## config.mk

```make
export PLATFORM = sky130hd
export DESIGN_NAME = corexy_step_pulse_mover
export DESIGN_NICKNAME = d
export VERILOG_FILES = /design/src/hw/rtl/cxy_pkg.sv /design/src/hw/rtl/cxy_move_plan.sv /design/src/hw/rtl/corexy_step_pulse_mover.sv
export VERILOG_INCLUDE_DIRS = /design/src /design/src/hw/rtl
export SDC_FILE = /design/constraint.sdc
export NUM_CORES = 1
export LEC_CHECK = 0
export BUFFER_PORTS_ARGS = -buffer_cell sky130_fd_sc_hd__buf_2
export CAP_MARGIN = 40
export CORE_ASPECT_RATIO = 0.9
export CORE_MARGIN = 1
export CORE_UTILIZATION = 59
export DETAILED_ROUTE_END_ITERATION = 10
export PLACE_DENSITY_LB_ADDON = 0.15
export SKIP_CTS_REPAIR_TIMING = 1
export SLEW_MARGIN = 40
export SYNTH_ARGS = -nofsm -noshare
export SYNTH_HDL_FRONTEND = slang
export SYNTH_SLANG_ARGS = --single-unit
```

## constraint.sdc

```tcl
create_clock -name clk_i -period 12.2 [get_ports clk_i]
set_input_delay 0.61 -clock clk_i [delete_from_list [all_inputs] [get_ports clk_i]]
set_output_delay 0.61 -clock clk_i [all_outputs]
set_load 0.05 [all_outputs]
```

## src/hw/rtl/assert_macros.svh

```systemverilog
// Assertion macros used by the step pulse mover.
// Expects clk_i and rst_ni in the scope of each use.
`ifndef ASSERT_MACROS_SVH
`define ASSERT_MACROS_SVH

// Check a property at every rising clock edge outside reset.
`define ASSERT_AT(lbl, prop, msg) \
  lbl: assert property (@(posedge clk_i) disable iff (!rst_ni) prop) \
    else $error(msg);

// Check that a condition never holds outside reset.
`define ASSERT_NEVER(lbl, cond, msg) \
  lbl: assert property (@(posedge clk_i) disable iff (!rst_ni) !(cond)) \
    else $error(msg);

`endif

```

## src/hw/rtl/cxy_pkg.sv

```systemverilog
// Shared types and constants for the CoreXY step pulse mover.
// No dependencies.
package cxy_pkg;

  localparam int COORD_BITS_DEF      = 16;
  localparam int STEP_COUNT_BITS_DEF = 24;

  localparam int TICK_W   = 20;
  localparam int HL_W     = 16;
  localparam int PAUSE_W  = 20;
  localparam int SCALE_W  = 8;
  localparam int LIMIT_W  = 15;
  localparam int CFG_IDX_W  = 3;
  localparam int CFG_DATA_W = 20;
  localparam int IN_TDATA_W  = 32;
  localparam int OUT_TDATA_W = 40;
  localparam int IN_COORD_W  = 16;
  localparam int POS_X_W     = 15;
  localparam int POS_Y_W     = 16;

  localparam logic [HL_W-1:0]    HIGH_TICKS_RST = 16'd5;
  localparam logic [HL_W-1:0]    LOW_TICKS_RST  = 16'd5;
  localparam logic [PAUSE_W-1:0] PAUSE_RST      = 20'd500000;
  localparam logic [SCALE_W-1:0] X_SCALE_RST    = 8'd1;
  localparam logic [SCALE_W-1:0] Y_SCALE_RST    = 8'd1;
  localparam logic [LIMIT_W-1:0] Y_LIMIT_RST    = 15'd400;

  typedef enum logic [1:0] {
    PH_IDLE,
    PH_X,
    PH_PAUSE,
    PH_Y
  } phase_e;

  typedef enum logic [CFG_IDX_W-1:0] {
    CFG_HIGH_TICKS,
    CFG_LOW_TICKS,
    CFG_PAUSE_TICKS,
    CFG_X_SCALE,
    CFG_Y_SCALE,
    CFG_Y_LIMIT
  } cfg_idx_e;

  typedef enum logic {
    ACT_TICK,
    ACT_MOVE
  } action_e;

endpackage

```

## src/hw/rtl/cxy_move_plan.sv

```systemverilog
// Move planner: clamps a move target and sizes both legs in drive steps.
// Depends on cxy_pkg.
module cxy_move_plan #(
  parameter int COORD_BITS      = cxy_pkg::COORD_BITS_DEF,
  parameter int STEP_COUNT_BITS = cxy_pkg::STEP_COUNT_BITS_DEF
) (
  input  logic signed [cxy_pkg::IN_COORD_W-1:0] dest_x_i,
  input  logic signed [cxy_pkg::IN_COORD_W-1:0] dest_y_i,
  input  logic signed [COORD_BITS-1:0]          pos_x_i,
  input  logic signed [COORD_BITS-1:0]          pos_y_i,
  input  logic [cxy_pkg::SCALE_W-1:0]           x_scale_i,
  input  logic [cxy_pkg::SCALE_W-1:0]           y_scale_i,
  input  logic [cxy_pkg::LIMIT_W-1:0]           y_limit_i,
  output logic signed [COORD_BITS-1:0]          pend_x_o,
  output logic signed [COORD_BITS-1:0]          pend_y_o,
  output logic [STEP_COUNT_BITS-1:0]            x_steps_o,
  output logic [STEP_COUNT_BITS-1:0]            y_steps_o,
  output logic                                  x_neg_o
);
  import cxy_pkg::*;

  localparam int EW = ((COORD_BITS > IN_COORD_W) ? COORD_BITS : IN_COORD_W) + 1;
  localparam int PW = COORD_BITS + 1 + SCALE_W;
  localparam int MW = ((PW > STEP_COUNT_BITS) ? PW : STEP_COUNT_BITS) + 1;
  localparam longint CMAX_L = (64'sd1 <<< (COORD_BITS - 1)) - 64'sd1;
  localparam logic signed [EW-1:0] CMAX = EW'(CMAX_L);
  localparam logic [MW-1:0] CAP = MW'({STEP_COUNT_BITS{1'b1}});

  logic signed [EW-1:0]     tx_e, ty_e, lim_e, lim, tx_c, ty_c;
  logic signed [COORD_BITS:0] dx, dy;
  logic [COORD_BITS:0]      dx_mag, dy_mag;
  logic [PW-1:0]            x_prod, y_prod;
  logic [MW-1:0]            x_prod_m, y_prod_m;

  assign tx_e  = EW'(dest_x_i);
  assign ty_e  = EW'(dest_y_i);
  assign lim_e = signed'(EW'(y_limit_i));
  assign lim   = (lim_e > CMAX) ? CMAX : lim_e;

  always_comb begin
    tx_c = tx_e;
    if (tx_e < 0) begin
      tx_c = '0;
    end else if (tx_e > CMAX) begin
      tx_c = CMAX;
    end
    ty_c = ty_e;
    if (ty_e > lim) begin
      ty_c = lim;
    end else if (ty_e < -lim) begin
      ty_c = -lim;
    end
  end

  assign pend_x_o = COORD_BITS'(tx_c);
  assign pend_y_o = COORD_BITS'(ty_c);

  assign dx = (COORD_BITS+1)'(pend_x_o) - (COORD_BITS+1)'(pos_x_i);
  assign dy = (COORD_BITS+1)'(pend_y_o) - (COORD_BITS+1)'(pos_y_i);
  assign dx_mag = dx[COORD_BITS] ? $unsigned(-dx) : $unsigned(dx);
  assign dy_mag = dy[COORD_BITS] ? $unsigned(-dy) : $unsigned(dy);
  assign x_neg_o = dx[COORD_BITS];

  assign x_prod = PW'(dx_mag) * PW'(x_scale_i);
  assign y_prod = PW'(dy_mag) * PW'(y_scale_i);
  assign x_prod_m = MW'(x_prod);
  assign y_prod_m = MW'(y_prod);

  assign x_steps_o = STEP_COUNT_BITS'((x_prod_m > CAP) ? CAP : x_prod_m);
  assign y_steps_o = STEP_COUNT_BITS'((y_prod_m > CAP) ? CAP : y_prod_m);

endmodule

```

## src/hw/rtl/corexy_step_pulse_mover.sv

```systemverilog
// CoreXY step pulse mover: one result item per input item, registered in the cycle after accept.
// Throughput one item per cycle while the output is not stalled; a pending result sits in the
// output register while the next item is taken. The move planner (clamp, multiply) sets the path.
// Reset (rst_ni low, asynchronous) clears position and sequencer, loads register defaults and
// empties the output register. Depends on cxy_pkg, cxy_move_plan and assert_macros.svh.
module corexy_step_pulse_mover #(
  parameter int COORD_BITS      = cxy_pkg::COORD_BITS_DEF,
  parameter int STEP_COUNT_BITS = cxy_pkg::STEP_COUNT_BITS_DEF
) (
  input  logic                               clk_i,
  input  logic                               rst_ni,
  input  logic                               cfg_valid_i,
  output logic                               cfg_ready_o,
  input  logic [cxy_pkg::CFG_IDX_W-1:0]      cfg_index_i,
  input  logic [cxy_pkg::CFG_DATA_W-1:0]     cfg_data_i,
  input  logic                               s_axis_tvalid,
  output logic                               s_axis_tready,
  // [15:0] dest_x, [31:16] dest_y
  input  logic [cxy_pkg::IN_TDATA_W-1:0]     s_axis_tdata,
  // [0] action
  input  logic                               s_axis_tuser,
  output logic                               m_axis_tvalid,
  input  logic                               m_axis_tready,
  // [0] left_step, [1] right_step, [2] left_cw, [3] right_cw, [4] busy_res,
  // [5] done_res, [20:6] position_x, [36:21] position_y, [39:37] zero
  output logic [cxy_pkg::OUT_TDATA_W-1:0]    m_axis_tdata
);
  import cxy_pkg::*;

  `include "assert_macros.svh"

  localparam int PEW = (COORD_BITS > POS_Y_W) ? COORD_BITS : POS_Y_W;

  logic [HL_W-1:0]    high_ticks_q, low_ticks_q;
  logic [PAUSE_W-1:0] pause_ticks_q;
  logic [SCALE_W-1:0] x_scale_q, y_scale_q;
  logic [LIMIT_W-1:0] y_limit_q;

  phase_e phase_q, phase_d;
  logic signed [COORD_BITS-1:0] pos_x_q, pos_x_d, pos_y_q, pos_y_d;
  logic signed [COORD_BITS-1:0] pend_x_q, pend_x_d, pend_y_q, pend_y_d;
  logic [STEP_COUNT_BITS-1:0]   steps_q, steps_d, ysaved_q, ysaved_d;
  logic [TICK_W-1:0]            tick_q, tick_d;
  logic [1:0]                   dir_q, dir_d;

  logic                   out_valid_q;
  logic [OUT_TDATA_W-1:0] out_data_q, out_data_d;

  logic                         fire, is_move;
  logic signed [COORD_BITS-1:0] plan_x, plan_y;
  logic [STEP_COUNT_BITS-1:0]   plan_xs, plan_ys;
  logic                         plan_x_neg;
  logic                         go_pause, go_y, finish;
  logic [TICK_W:0]              tick_inc;
  logic [HL_W:0]                hl_sum;
  logic [HL_W+1:0]              h2l_sum;
  logic [HL_W+2:0]              period;
  logic                         ls, rs, done;
  logic signed [PEW-1:0]        px_ext, py_ext;

  assign fire    = s_axis_tvalid && s_axis_tready;
  assign is_move = (action_e'(s_axis_tuser) == ACT_MOVE);
  assign s_axis_tready = !out_valid_q || m_axis_tready;
  assign cfg_ready_o   = 1'b1;

  always_ff @(posedge clk_i or negedge rst_ni) begin
    if (!rst_ni) begin
      high_ticks_q  <= HIGH_TICKS_RST;
      low_ticks_q   <= LOW_TICKS_RST;
      pause_ticks_q <= PAUSE_RST;
      x_scale_q     <= X_SCALE_RST;
      y_scale_q     <= Y_SCALE_RST;
      y_limit_q     <= Y_LIMIT_RST;
    end else if (cfg_valid_i && cfg_ready_o) begin
      case (cfg_idx_e'(cfg_index_i))
        CFG_HIGH_TICKS:  high_ticks_q  <= cfg_data_i[HL_W-1:0];
        CFG_LOW_TICKS:   low_ticks_q   <= cfg_data_i[HL_W-1:0];
        CFG_PAUSE_TICKS: pause_ticks_q <= cfg_data_i[PAUSE_W-1:0];
        CFG_X_SCALE:     x_scale_q     <= cfg_data_i[SCALE_W-1:0];
        CFG_Y_SCALE:     y_scale_q     <= cfg_data_i[SCALE_W-1:0];
        CFG_Y_LIMIT:     y_limit_q     <= cfg_data_i[LIMIT_W-1:0];
        default: ;
      endcase
    end
  end

  cxy_move_plan #(
    .COORD_BITS      (COORD_BITS),
    .STEP_COUNT_BITS (STEP_COUNT_BITS)
  ) u_plan (
    .dest_x_i   (s_axis_tdata[IN_COORD_W-1:0]),
    .dest_y_i   (s_axis_tdata[2*IN_COORD_W-1:IN_COORD_W]),
    .pos_x_i    (pos_x_q),
    .pos_y_i    (pos_y_q),
    .x_scale_i  (x_scale_q),
    .y_scale_i  (y_scale_q),
    .y_limit_i  (y_limit_q),
    .pend_x_o   (plan_x),
    .pend_y_o   (plan_y),
    .x_steps_o  (plan_xs),
    .y_steps_o  (plan_ys),
    .x_neg_o    (plan_x_neg)
  );

  assign tick_inc = (TICK_W+1)'(tick_q) + 1'b1;
  assign hl_sum   = (HL_W+1)'(high_ticks_q) + (HL_W+1)'(low_ticks_q);
  assign h2l_sum  = (HL_W+2)'(hl_sum) + (HL_W+2)'(high_ticks_q);
  assign period   = (HL_W+3)'(hl_sum) << 1;

  // Next state
  always_comb begin
    phase_d  = phase_q;
    pos_x_d  = pos_x_q;
    pos_y_d  = pos_y_q;
    pend_x_d = pend_x_q;
    pend_y_d = pend_y_q;
    steps_d  = steps_q;
    ysaved_d = ysaved_q;
    tick_d   = tick_q;
    dir_d    = dir_q;
    go_pause = 1'b0;
    go_y     = 1'b0;
    finish   = 1'b0;
    if (fire) begin
      if (is_move) begin
        if (phase_q == PH_IDLE) begin
          pend_x_d = plan_x;
          pend_y_d = plan_y;
          ysaved_d = plan_ys;
          tick_d   = '0;
          if (plan_xs != '0) begin
            dir_d   = plan_x_neg ? 2'b11 : 2'b00;
            steps_d = plan_xs;
            phase_d = PH_X;
          end else begin
            go_pause = 1'b1;
          end
        end
      end else begin
        case (phase_q)
          PH_X, PH_Y: begin
            if (tick_inc >= (TICK_W+1)'(period)) begin
              tick_d = '0;
              if (steps_q != '0) begin
                steps_d = steps_q - 1'b1;
              end
              if (steps_d == '0) begin
                if (phase_q == PH_X) begin
                  go_pause = 1'b1;
                end else begin
                  finish = 1'b1;
                end
              end
            end else begin
              tick_d = TICK_W'(tick_inc);
            end
          end
          PH_PAUSE: begin
            tick_d = TICK_W'(tick_inc);
            if (tick_inc >= (TICK_W+1)'(pause_ticks_q)) begin
              go_y = 1'b1;
            end
          end
          default: ;
        endcase
      end
    end
    if (go_pause) begin
      phase_d = PH_PAUSE;
      tick_d  = '0;
      if (pause_ticks_q == '0) begin
        go_y = 1'b1;
      end
    end
    if (go_y) begin
      tick_d = '0;
      if (ysaved_d == '0) begin
        finish = 1'b1;
      end else begin
        steps_d  = ysaved_d;
        ysaved_d = '0;
        dir_d    = (pend_y_d > pos_y_q) ? 2'b10 : 2'b01;
        phase_d  = PH_Y;
      end
    end
    if (finish) begin
      pos_x_d = pend_x_d;
      pos_y_d = pend_y_d;
      phase_d = PH_IDLE;
      steps_d = '0;
      tick_d  = '0;
    end
  end

  // Outputs
  always_comb begin
    ls   = 1'b0;
    rs   = 1'b0;
    done = 1'b0;
    if (fire && !is_move && (phase_q == PH_X || phase_q == PH_Y)) begin
      ls = ((HL_W+3)'(tick_q) < (HL_W+3)'(high_ticks_q));
      rs = ((HL_W+3)'(tick_q) >= (HL_W+3)'(hl_sum)) &&
           ((HL_W+3)'(tick_q) < (HL_W+3)'(h2l_sum));
    end
    if (fire && phase_d == PH_IDLE && (phase_q != PH_IDLE || is_move)) begin
      done = 1'b1;
    end
    px_ext = PEW'(pos_x_d);
    py_ext = PEW'(pos_y_d);
    out_data_d = {3'b000, py_ext[POS_Y_W-1:0], px_ext[POS_X_W-1:0], done,
                  (phase_d != PH_IDLE), dir_d[1], dir_d[0], rs, ls};
  end

  always_ff @(posedge clk_i or negedge rst_ni) begin
    if (!rst_ni) begin
      phase_q  <= PH_IDLE;
      pos_x_q  <= '0;
      pos_y_q  <= '0;
      pend_x_q <= '0;
      pend_y_q <= '0;
      steps_q  <= '0;
      ysaved_q <= '0;
      tick_q   <= '0;
      dir_q    <= '0;
    end else if (fire) begin
      phase_q  <= phase_d;
      pos_x_q  <= pos_x_d;
      pos_y_q  <= pos_y_d;
      pend_x_q <= pend_x_d;
      pend_y_q <= pend_y_d;
      steps_q  <= steps_d;
      ysaved_q <= ysaved_d;
      tick_q   <= tick_d;
      dir_q    <= dir_d;
    end
  end

  always_ff @(posedge clk_i or negedge rst_ni) begin
    if (!rst_ni) begin
      out_valid_q <= 1'b0;
    end else if (fire) begin
      out_valid_q <= 1'b1;
    end else if (m_axis_tready) begin
      out_valid_q <= 1'b0;
    end
  end

  always_ff @(posedge clk_i) begin
    if (fire) begin
      out_data_q <= out_data_d;
    end
  end

  assign m_axis_tvalid = out_valid_q;
  assign m_axis_tdata  = out_data_q;

  `ASSERT_AT(a_idle_no_steps, (phase_q == PH_IDLE) |-> (steps_q == '0), "idle with steps left")
  `ASSERT_NEVER(a_leg_has_steps, (phase_q == PH_X || phase_q == PH_Y) && steps_q == '0, "empty leg")
  `ASSERT_AT(a_stall_blocks_in, (m_axis_tvalid && !m_axis_tready) |-> !s_axis_tready, "lost item")
  `ASSERT_NEVER(a_done_not_busy, m_axis_tvalid && m_axis_tdata[5] && m_axis_tdata[4], "done while busy")

endmodule
```

; ---- After elaboration in Yosys (flattened, before gate mapping)
; Index checks and enable logic that the tools add are counted.
[word_totals]
register_bits = 257
inputBits = 61
out_inout_bits = 43
word_cells = 165
[classes]
n_addsub = 9
multipliers = 2
order_cmp = 13
n_eq_ne = 9
mux = 81
n_reduce_logical = 32
[ops]
columns = op, n
row1 = $mux 24, 20
row2 = $mux 16, 10
row3 = $mux 20, 6
row4 = $gt 25x24->1 const B, 2
row5 = $mul 17x8->25, 2
row6 = $logic_not 24->1, 2
row7 = $reduce_bool 24->1, 2
row8 = $pmux 20 s2, 1
row9 = $mux 17, 2
row10 = $neg 17->17, 2
row11 = $sub 16x16->17, 2
row12 = $gt 16x16->1, 2
row13 = $mux 15, 2
row14 = $mux 2, 15
row15 = $mux 1, 25
row16 = $sub 24x1->24 const B, 1
row17 = $add 20x1->21 const B, 1
row18 = $ge 21x18->1, 1
row19 = $ge 21x20->1, 1
row20 = $logic_not 20->1, 1
row21 = $ge 19x17->1, 1
row22 = $lt 19x16->1, 1
row23 = $lt 19x18->1, 1
row24 = $add 17x16->18, 1
row25 = 22 further kinds, 42

; ---- Logic depth before layout (Yosys ltp)
; Gate-level depths: netlist (run 1).
[depth]
ltp_word = 23
ltp_mapped = 55
mapped_depth_nobuf = 49

; ---- Hierarchy
; From an unflattened synthesis (run 1), not the netlist that was laid out.
[hier_totals]
cells_unflattened = 3293
hier_area_um2 = 29020.3
[modules_own_cells]
columns = module, n_inst, cells_per_inst, area_per_inst_um2, seq_area_each_um2
row1 = corexy_step_pulse_mover, 1, 1751, 16533.4, 6636.4
row2 = cxy_move_plan, 1, 1542, 12487.0, 0.0

; ---- Worst setup path after synthesis (run 1)
; Ideal clock, no wire load.
[synth_timing]
path_kind = register to register
startpoint = register y_limit_q[2]
endpoint = register out_data_q[21], in the netlist m_axis_tdata[21], data pin
setup_ns = 0.260
arrival_ns = 12.297
required_ns = 11.940
slack_ns = -0.357
path_stages_with_launch = 55
path_buffers = 6
cell_sequence = dfrtp_1 -> inv_1 -> nand3_1 -> or3_1 -> or3_1 -> or3_1 -> or3_1 -> or3_1 -> xnor2_1 -> ha_1 -> a21o_1 -> a211oi_1 -> nand3_1 -> o221ai_1 -> clkbuf_1 -> nor2_1 -> mux2i_1 -> ha_1 -> (+19 left out) -> fa_1 -> inv_1 -> ha_1 -> o21ai_1 -> nand2b_1 -> a31oi_2 -> o211ai_1 -> a21oi_2 -> o21a_1 -> clkbuf_1 -> a41oi_1 -> nor4_1 -> and4_1 -> clkbuf_1 -> a32oi_1 -> buf_6 -> buf_6 -> mux2_4
[synth_via]
elab_chain_len = 19
word_cells_on_any_way = 23
cone_classes = add/sub (3) / mul (1) / order compare (4) / mux (14) / reduce/logical (1)
[synth_rtl]
columns = element, line_no
row1 = start: declaration, corexy_step_pulse_mover.sv:37  ; logic [LIMIT_W-1:0] y_limit_q;
row2 = start signal: assignment, corexy_step_pulse_mover.sv:81  ; CFG_Y_LIMIT: y_limit_q <= cfg_data_i[LIMIT_W-1:0];
row3 = $gt 15x15->1, cxy_move_plan.sv:38  ; assign lim = (lim_e > CMAX) ? CMAX : lim_e;
row4 = $mux 15 *, cxy_move_plan.sv:38
row5 = $neg 15->17, cxy_move_plan.sv:50  ; end else if (ty_e < -lim) begin
row6 = $lt 16x17->1, cxy_move_plan.sv:50
row7 = $mux 16, cxy_move_plan.sv:50
row8 = $mux 16 *, cxy_move_plan.sv:48  ; if (ty_e > lim) begin
row9 = $sub 16x16->17, cxy_move_plan.sv:59  ; assign dy = (COORD_BITS+1)'(pend_y_o) - (COORD_BITS+1)'(pos_y_i);
row10 = $neg 17->17, cxy_move_plan.sv:61  ; assign dy_mag = dy[COORD_BITS] ? $unsigned(-dy) : $unsigned(dy);
row11 = (+4 left out), n/a
row12 = $mux 24, corexy_step_pulse_mover.sv:126  ; if (phase_q == PH_IDLE) begin
row13 = $mux 24, corexy_step_pulse_mover.sv:125  ; if (is_move) begin
row14 = $mux 24, corexy_step_pulse_mover.sv:124  ; if (fire) begin
row15 = $logic_not 24->1, corexy_step_pulse_mover.sv:177  ; if (ysaved_d == '0) begin
row16 = $mux 1, corexy_step_pulse_mover.sv:177
row17 = $mux 1, corexy_step_pulse_mover.sv:175  ; if (go_y) begin
row18 = $mux 16 *, corexy_step_pulse_mover.sv:186  ; if (finish) begin
row19 = via out_data_d[21], corexy_step_pulse_mover.sv:47  ; logic [OUT_TDATA_W-1:0] out_data_q, out_data_d;
row20 = end signal: assignment, corexy_step_pulse_mover.sv:250  ; out_data_q <= out_data_d;
row21 = end: declaration, corexy_step_pulse_mover.sv:47
; Mark *: on every way through the listed nets, which the timed path passes. The rest lies on a longest branch.
; A chain may end at the register's enable or synchronous reset.

; ---- Worst setup path in the final report (run 1)
; Same ends and word-level chain as after synthesis.

==> flow_summary.ini, run 1 <==
[critical_path]
crit_path_end_kind = flop
slowest_delay_ns = 0.55
crit_family = simple AND/OR/NAND/NOR gates
critPathLaunchType = flop
cp_num_buf_inv = 10
critPathRequiredTime_ns = 12.51
critPathMaxFanout = 8
r2r_slack_ns = 0.15
cpMaxStageDelayCell = fa_1
worstSetupPathType = reg -> reg
critPathMostFrequentCell = or3_4
arrival_ns = 12.36

[synthesis]
synth.distinct_cells = 96
synth-edff-count = 37
synth_cells = 3269
synthFlopType = dfrtp_1
yosys_warnings = 0
async_flop_share_pct = 85.60
synth_area_um2 = 28860
seq_area_frac_synth_pct = 23.00
syn_avg_cell_area_um2 = 8.828
yosys_register_bits = 257

[grt]
grt_pass1_wl_um = 130200
antenna_found_initial = 0
grt_pass1_vias = 25100
grt-ovfl-total = 0
grt_util_all_layers_pct = 32.26
grt_max_degree = 77

[routing]
vias = 25100
vias_per_cell = 6.077
antenna_left = 0
wl_um = 81490
drc = 0
wl_per_cell_um = 19.73
dr.pass1.iters = 6
drt_iter0_markers = 1805

[sta]
hold_viol_final = 0
finalSetupViolations = 0
slew_headroom_pct = 40.81
rsz0062_at_grt = true
min_period_ns = 12.05
post-route-period-util_pct = 98.75
skew_ns = 0.07164
tightestPinTransition_ns = 0.8803
timing.fmax_ghz = 0.08301
slew_violations = 0

[placed_design]
dp_cells = 4026
dp_hpwl_um = 62330
io_buffers = 99
gp_routability_congestion = 0.9523

[die]
initial_utilization_pct = 60.09
dieHeight_um = 211.8
die_width_um = 235.1
fp-row-count = 76
io_pins = 104
coreArea_um2 = 48020
dieArea_um2 = 49800

[final_layout]
drive_above_1_share_pct = 17.80
diodes = 0
register_area_um2 = 6636
finalNetCount = 4020
n_fill_cell = 3724
fin_cells = 4130
synthToLayoutAreaGrowth_pct = 15.45
multi_input_area_um2 = 21210

[clock_tree]
cts_root_buffer = clkbuf_16
cts_max_level = 1
cts_tree = done
cts.sink_count = 257
cts_buffers = 30
ctsLongestPathBuffers = 3
path_clk_slew_ns = 0.06
insertion_delay_ns = 0.63

[run]
max-cap-violations = 0

[run_status]
status = complete, no violations

[worst_hold_path]
hold_path.class = in -> reg
==> cells in the mapped netlist, drive strengths merged, types with 17 or more instances <==
master	n	area [um2]
a211oi	23	172.7
a21o	45	337.8
a21oi	146	734.5
a22o	17	148.9
a31oi	37	244.0
and2	116	725.7
and3	18	112.6
buf	30	195.2
clkbuf	99	372.9
dfrtp	204	5105
edfxtp	37	1111
fa	184	3684
ha	293	3666
inv	356	1336
mux2	95	1186
mux2i	46	460.4
nand2	319	1197
nand2b	65	406.6
nand3	53	270.3
nand4	30	187.7
nor2	183	686.9
nor2b	97	606.8
nor3	53	270.3
nor4	35	240.2
o211ai	36	270.3
o21a	43	322.8
o21ai	193	969.7
o21bai	17	127.6
o221ai	33	289.0
or3	21	131.4
xnor2	106	928.4
xor2	59	516.8
==> state kept, by name, summed over array words and instances (netlist names) <==
name and flops:
m_axis_tdata 37, steps_q 24, ysaved_q 24, pause_ticks_q 20, tick_q 20, high_ticks_q 16, low_ticks_q 16, pend_x_q 16
pend_y_q 16, pos_x_q 16, pos_y_q 16, y_limit_q 15, x_scale_q 8, y_scale_q 8, dir_q 2, phase_q 2
m_axis_tvalid 1
==> final timing paths <==
path | start | endpoint | cells after the start
setup / recovery | y_limit_q[2] | m_axis_tdata[21] | 52
hold / removal | s_axis_tvalid | m_axis_tvalid | 2
setup reg to reg | y_limit_q[2] | m_axis_tdata[21] | 52
hold reg to reg | pend_x_q[3] | pend_x_q[3] | 2
max in group asynchronous | rst_ni | ysaved_q[4] | 4
min in group asynchronous | rst_ni | m_axis_tvalid | 2
==> layout make-up <==
type,instances,area share (%)
tap,624,2.343
clock inverter,14,0.7774
inverter,356,4.011
timing repair buffer,300,6.726
multi-input combinational,2537,63.65
sequential,257,19.92
clock buffer,42,2.569
==> stage by stage <==
stage	instance area (um2)	setup TNS (ns)	setup slack, ns	util, %	hold slack [ns]
finish	33320	0	0.1525	69.38	0.2007
global route	33320	-18.06	-0.3325	69.38	0.2266
CTS	32040	-30.16	-0.5426	66.71	-0.1121
detailed placement	30920	-20.57	-0.4179	64.39	0.4712
global placement	30880	-1.551	-0.09729	64.30	0.4550
floorplan	28960	0	0.03180	-	0.3144
==> cells in the final DEF (no fill, tap or decap), drive strengths merged, types with 46 or more instances in the layout <==
| master | instances |
|---|---|
| nand3 | 53 |
| xnor2 | 106 |
| dfrtp | 204 |
| buf | 296 |
| and2 | 116 |
| nand2b | 65 |
| nor3 | 53 |
| mux2 | 95 |
| mux2i | 46 |
| inv | 358 |
| nand2 | 319 |
| nor2 | 183 |
| xor2 | 59 |
| a21oi | 146 |
| fa | 184 |
| ha | 293 |
| nor2b | 97 |
| o21ai | 193 |
==> cells by family (layout without fill, tap and decap cells) <==
family                     count (synthesis)  after routing  synth area share (%)
muxes                                    141            141                 5.706
other                                      2             12               0.02602
buffers and inverters                    485            712                 6.599
adders and majority gates                477            477                 25.47
AOI/OAI and AO/OA                        704            704                 16.07
xor gates and xnor gates                 165            165                 5.008
and+or+nand+nor                         1038           1038                 18.12
DFF                                      257            257                 23.00
==> layer usage <==
metal	wire [um]	share of wire, %	up-vias	global-route usage, %
li1	-	-	11730	-
met5	0	0	-	0
met1	35610	44	12380	43.62
met4	2659	3.3	0	9.551
met2	38680	47	828	54.60
met3	4546	5.6	169	3.599
Power of run 1 is left out: the tool's default activity adds up to more than one toggle a clock period on the data nets, which glitch-free logic cannot reach.
==> run 2, diff against run 1 <==
CORE_UTILIZATION = 40   (was 59)
==> run 2 against run 1 <==
  * Cell count up 8.6%
  * Largest cell class unchanged
  * Wire length up 3.1%
  * Critical endpoint is now m_axis_tdata[33]
  * Core utilization down 22 points
  * Critical path type unchanged
  * Setup slack better by 0.14 ns
  * Critical path depth up 1
==> flow_summary.ini, run 2 (synthesis results as in run 1) <==
[routing]
vias = 24520
drc = 0
wl_um = 84030
wl_per_cell_um = 18.74
dr.pass1.iters = 6
antenna_left = 0
vias_per_cell = 5.469
drt_iter0_markers = 1562

[critical_path]
cp.depth = 53
critPathRequiredTime_ns = 12.54
slowest_delay_ns = 0.55
cp_num_buf_inv = 12
r2r_cells = 53
critPathLaunchType = flop
cpMaxStageDelayCell = fa_1
crit_path_end_kind = flop
arrival_ns = 12.24
critPathMaxFanout = 8
worstSetupPathType = reg -> reg
crit_family = simple AND/OR/NAND/NOR gates

[die]
io_pins = 104
initial_utilization_pct = 40.39
dieArea_um2 = 73220
die_width_um = 285.1
coreArea_um2 = 71450
fp-row-count = 93
dieHeight_um = 256.8

[final_layout]
stdcell_area_um2 = 33880
synthToLayoutAreaGrowth_pct = 17.41
most-common-layout-cells = inv_1, nand2_1, ha_1
finalNetCount = 4047
final_common_cell = inv_1
largest_reg_flops = 37
drive_above_1_share_pct = 18.31
diodes = 0

[sta]
min_period_ns = 11.91
hold_viol_final = 0
post-route-period-util_pct = 97.59
finalSetupViolations = 0
skew_ns = 0.05220
timing.fmax_ghz = 0.08399
slew_violations = 0
slew_headroom_pct = 47.31
holdWs_ns = 0.2526
tightestPinTransition_ns = 0.7831

[clock_tree]
cts.sink_count = 257
cts_tree = done
insertion_delay_ns = 0.59
ctsLongestPathBuffers = 3
path_clk_slew_ns = 0.06
cts_buffers = 34
cts_root_buffer = clkbuf_16
cts_max_level = 2

[grt]
grt_pass1_wl_um = 134200
grt_util_all_layers_pct = 22.68
antenna_found_initial = 2
grt_max_degree = 75
grt-ovfl-total = 0
grt_pass1_vias = 24970

[worst_hold_path]
hold_path.class = in -> reg
min_path_cells = 2

[run]
max-cap-violations = 0

[run_status]
status = complete, no violations

[placed_design]
placed_cell_area_um2 = 31540
gp_routability_congestion = 0.9260
dp_hpwl_um = 65450
io_buffers = 99
==> run 2: cell types whose count changed in the layout (fill, tap and decap cells not counted), moves of 3 or more <==
| cell | change |
|---|---|
| o21ai_0 | +3 |
| a31oi_4 | -3 |
| buf_12 | -3 |
| buf_4 | +34 |
| clkbuf_8 | -3 |
| fa_2 | -4 |
| o21ai_1 | -3 |
| fa_1 | +4 |
| buf_6 | -8 |
| a31oi_2 | +4 |
| clkbuf_16 | +5 |
==> run 2: per-stage QoR <==
step                      setup TNS [ns]  worst slack, ns  utilization [%]  instances
after CTS                         -43.95          -0.5465            45.87       4438
final                                  0           0.2944            47.42       4484
after global routing              -4.629          -0.1308            47.42       4484
after floorplan                        0          0.03180                -       3279
after detailed placement          -35.82          -0.4784            44.14       4377
after global placement            -4.890          -0.1556            44.06       4376
==> run 2: worst paths after layout <==
path | startpoint | endpoint | slack [ns]
hold reg to reg | pend_y_q[1] | pend_y_q[1] | 0.48
setup / recovery | y_limit_q[2] | m_axis_tdata[33] | 0.29
max in group asynchronous | rst_ni | pend_y_q[11] | 10.24
setup reg to reg | y_limit_q[2] | m_axis_tdata[33] | 0.29
min in group asynchronous | rst_ni | pos_x_q[5] | 0.53
hold / removal | s_axis_tvalid | m_axis_tvalid | 0.25
==> run 2: layout make-up <==
cell class,instances,area [um2]
Inverter,356,1336
Tap cell,950,1189
Sequential cell,257,6636
Timing Repair Buffer,323,2336
Clock inverter,18,272.8
Multi-Input combinational cell,2537,21160
Clock buffer,43,957.2
Fill cell,6911,37560
==> run 2: layer usage <==
| metal | routed length [um] | up-vias | share of wire (%) | GRT usage (%) |
|---|---|---|---|---|
| li1 | - | 11770 | - | - |
| met1 | 38580 | 12100 | 46 | 30.87 |
| met2 | 39750 | 544 | 47 | 37.85 |
| met3 | 3908 | 108 | 4.7 | 3.176 |
| met4 | 1765 | 4 | 2.1 | 5.392 |
| met5 | 22 | - | 0.026 | 0 |
Power of run 2 is left out for the same reason.
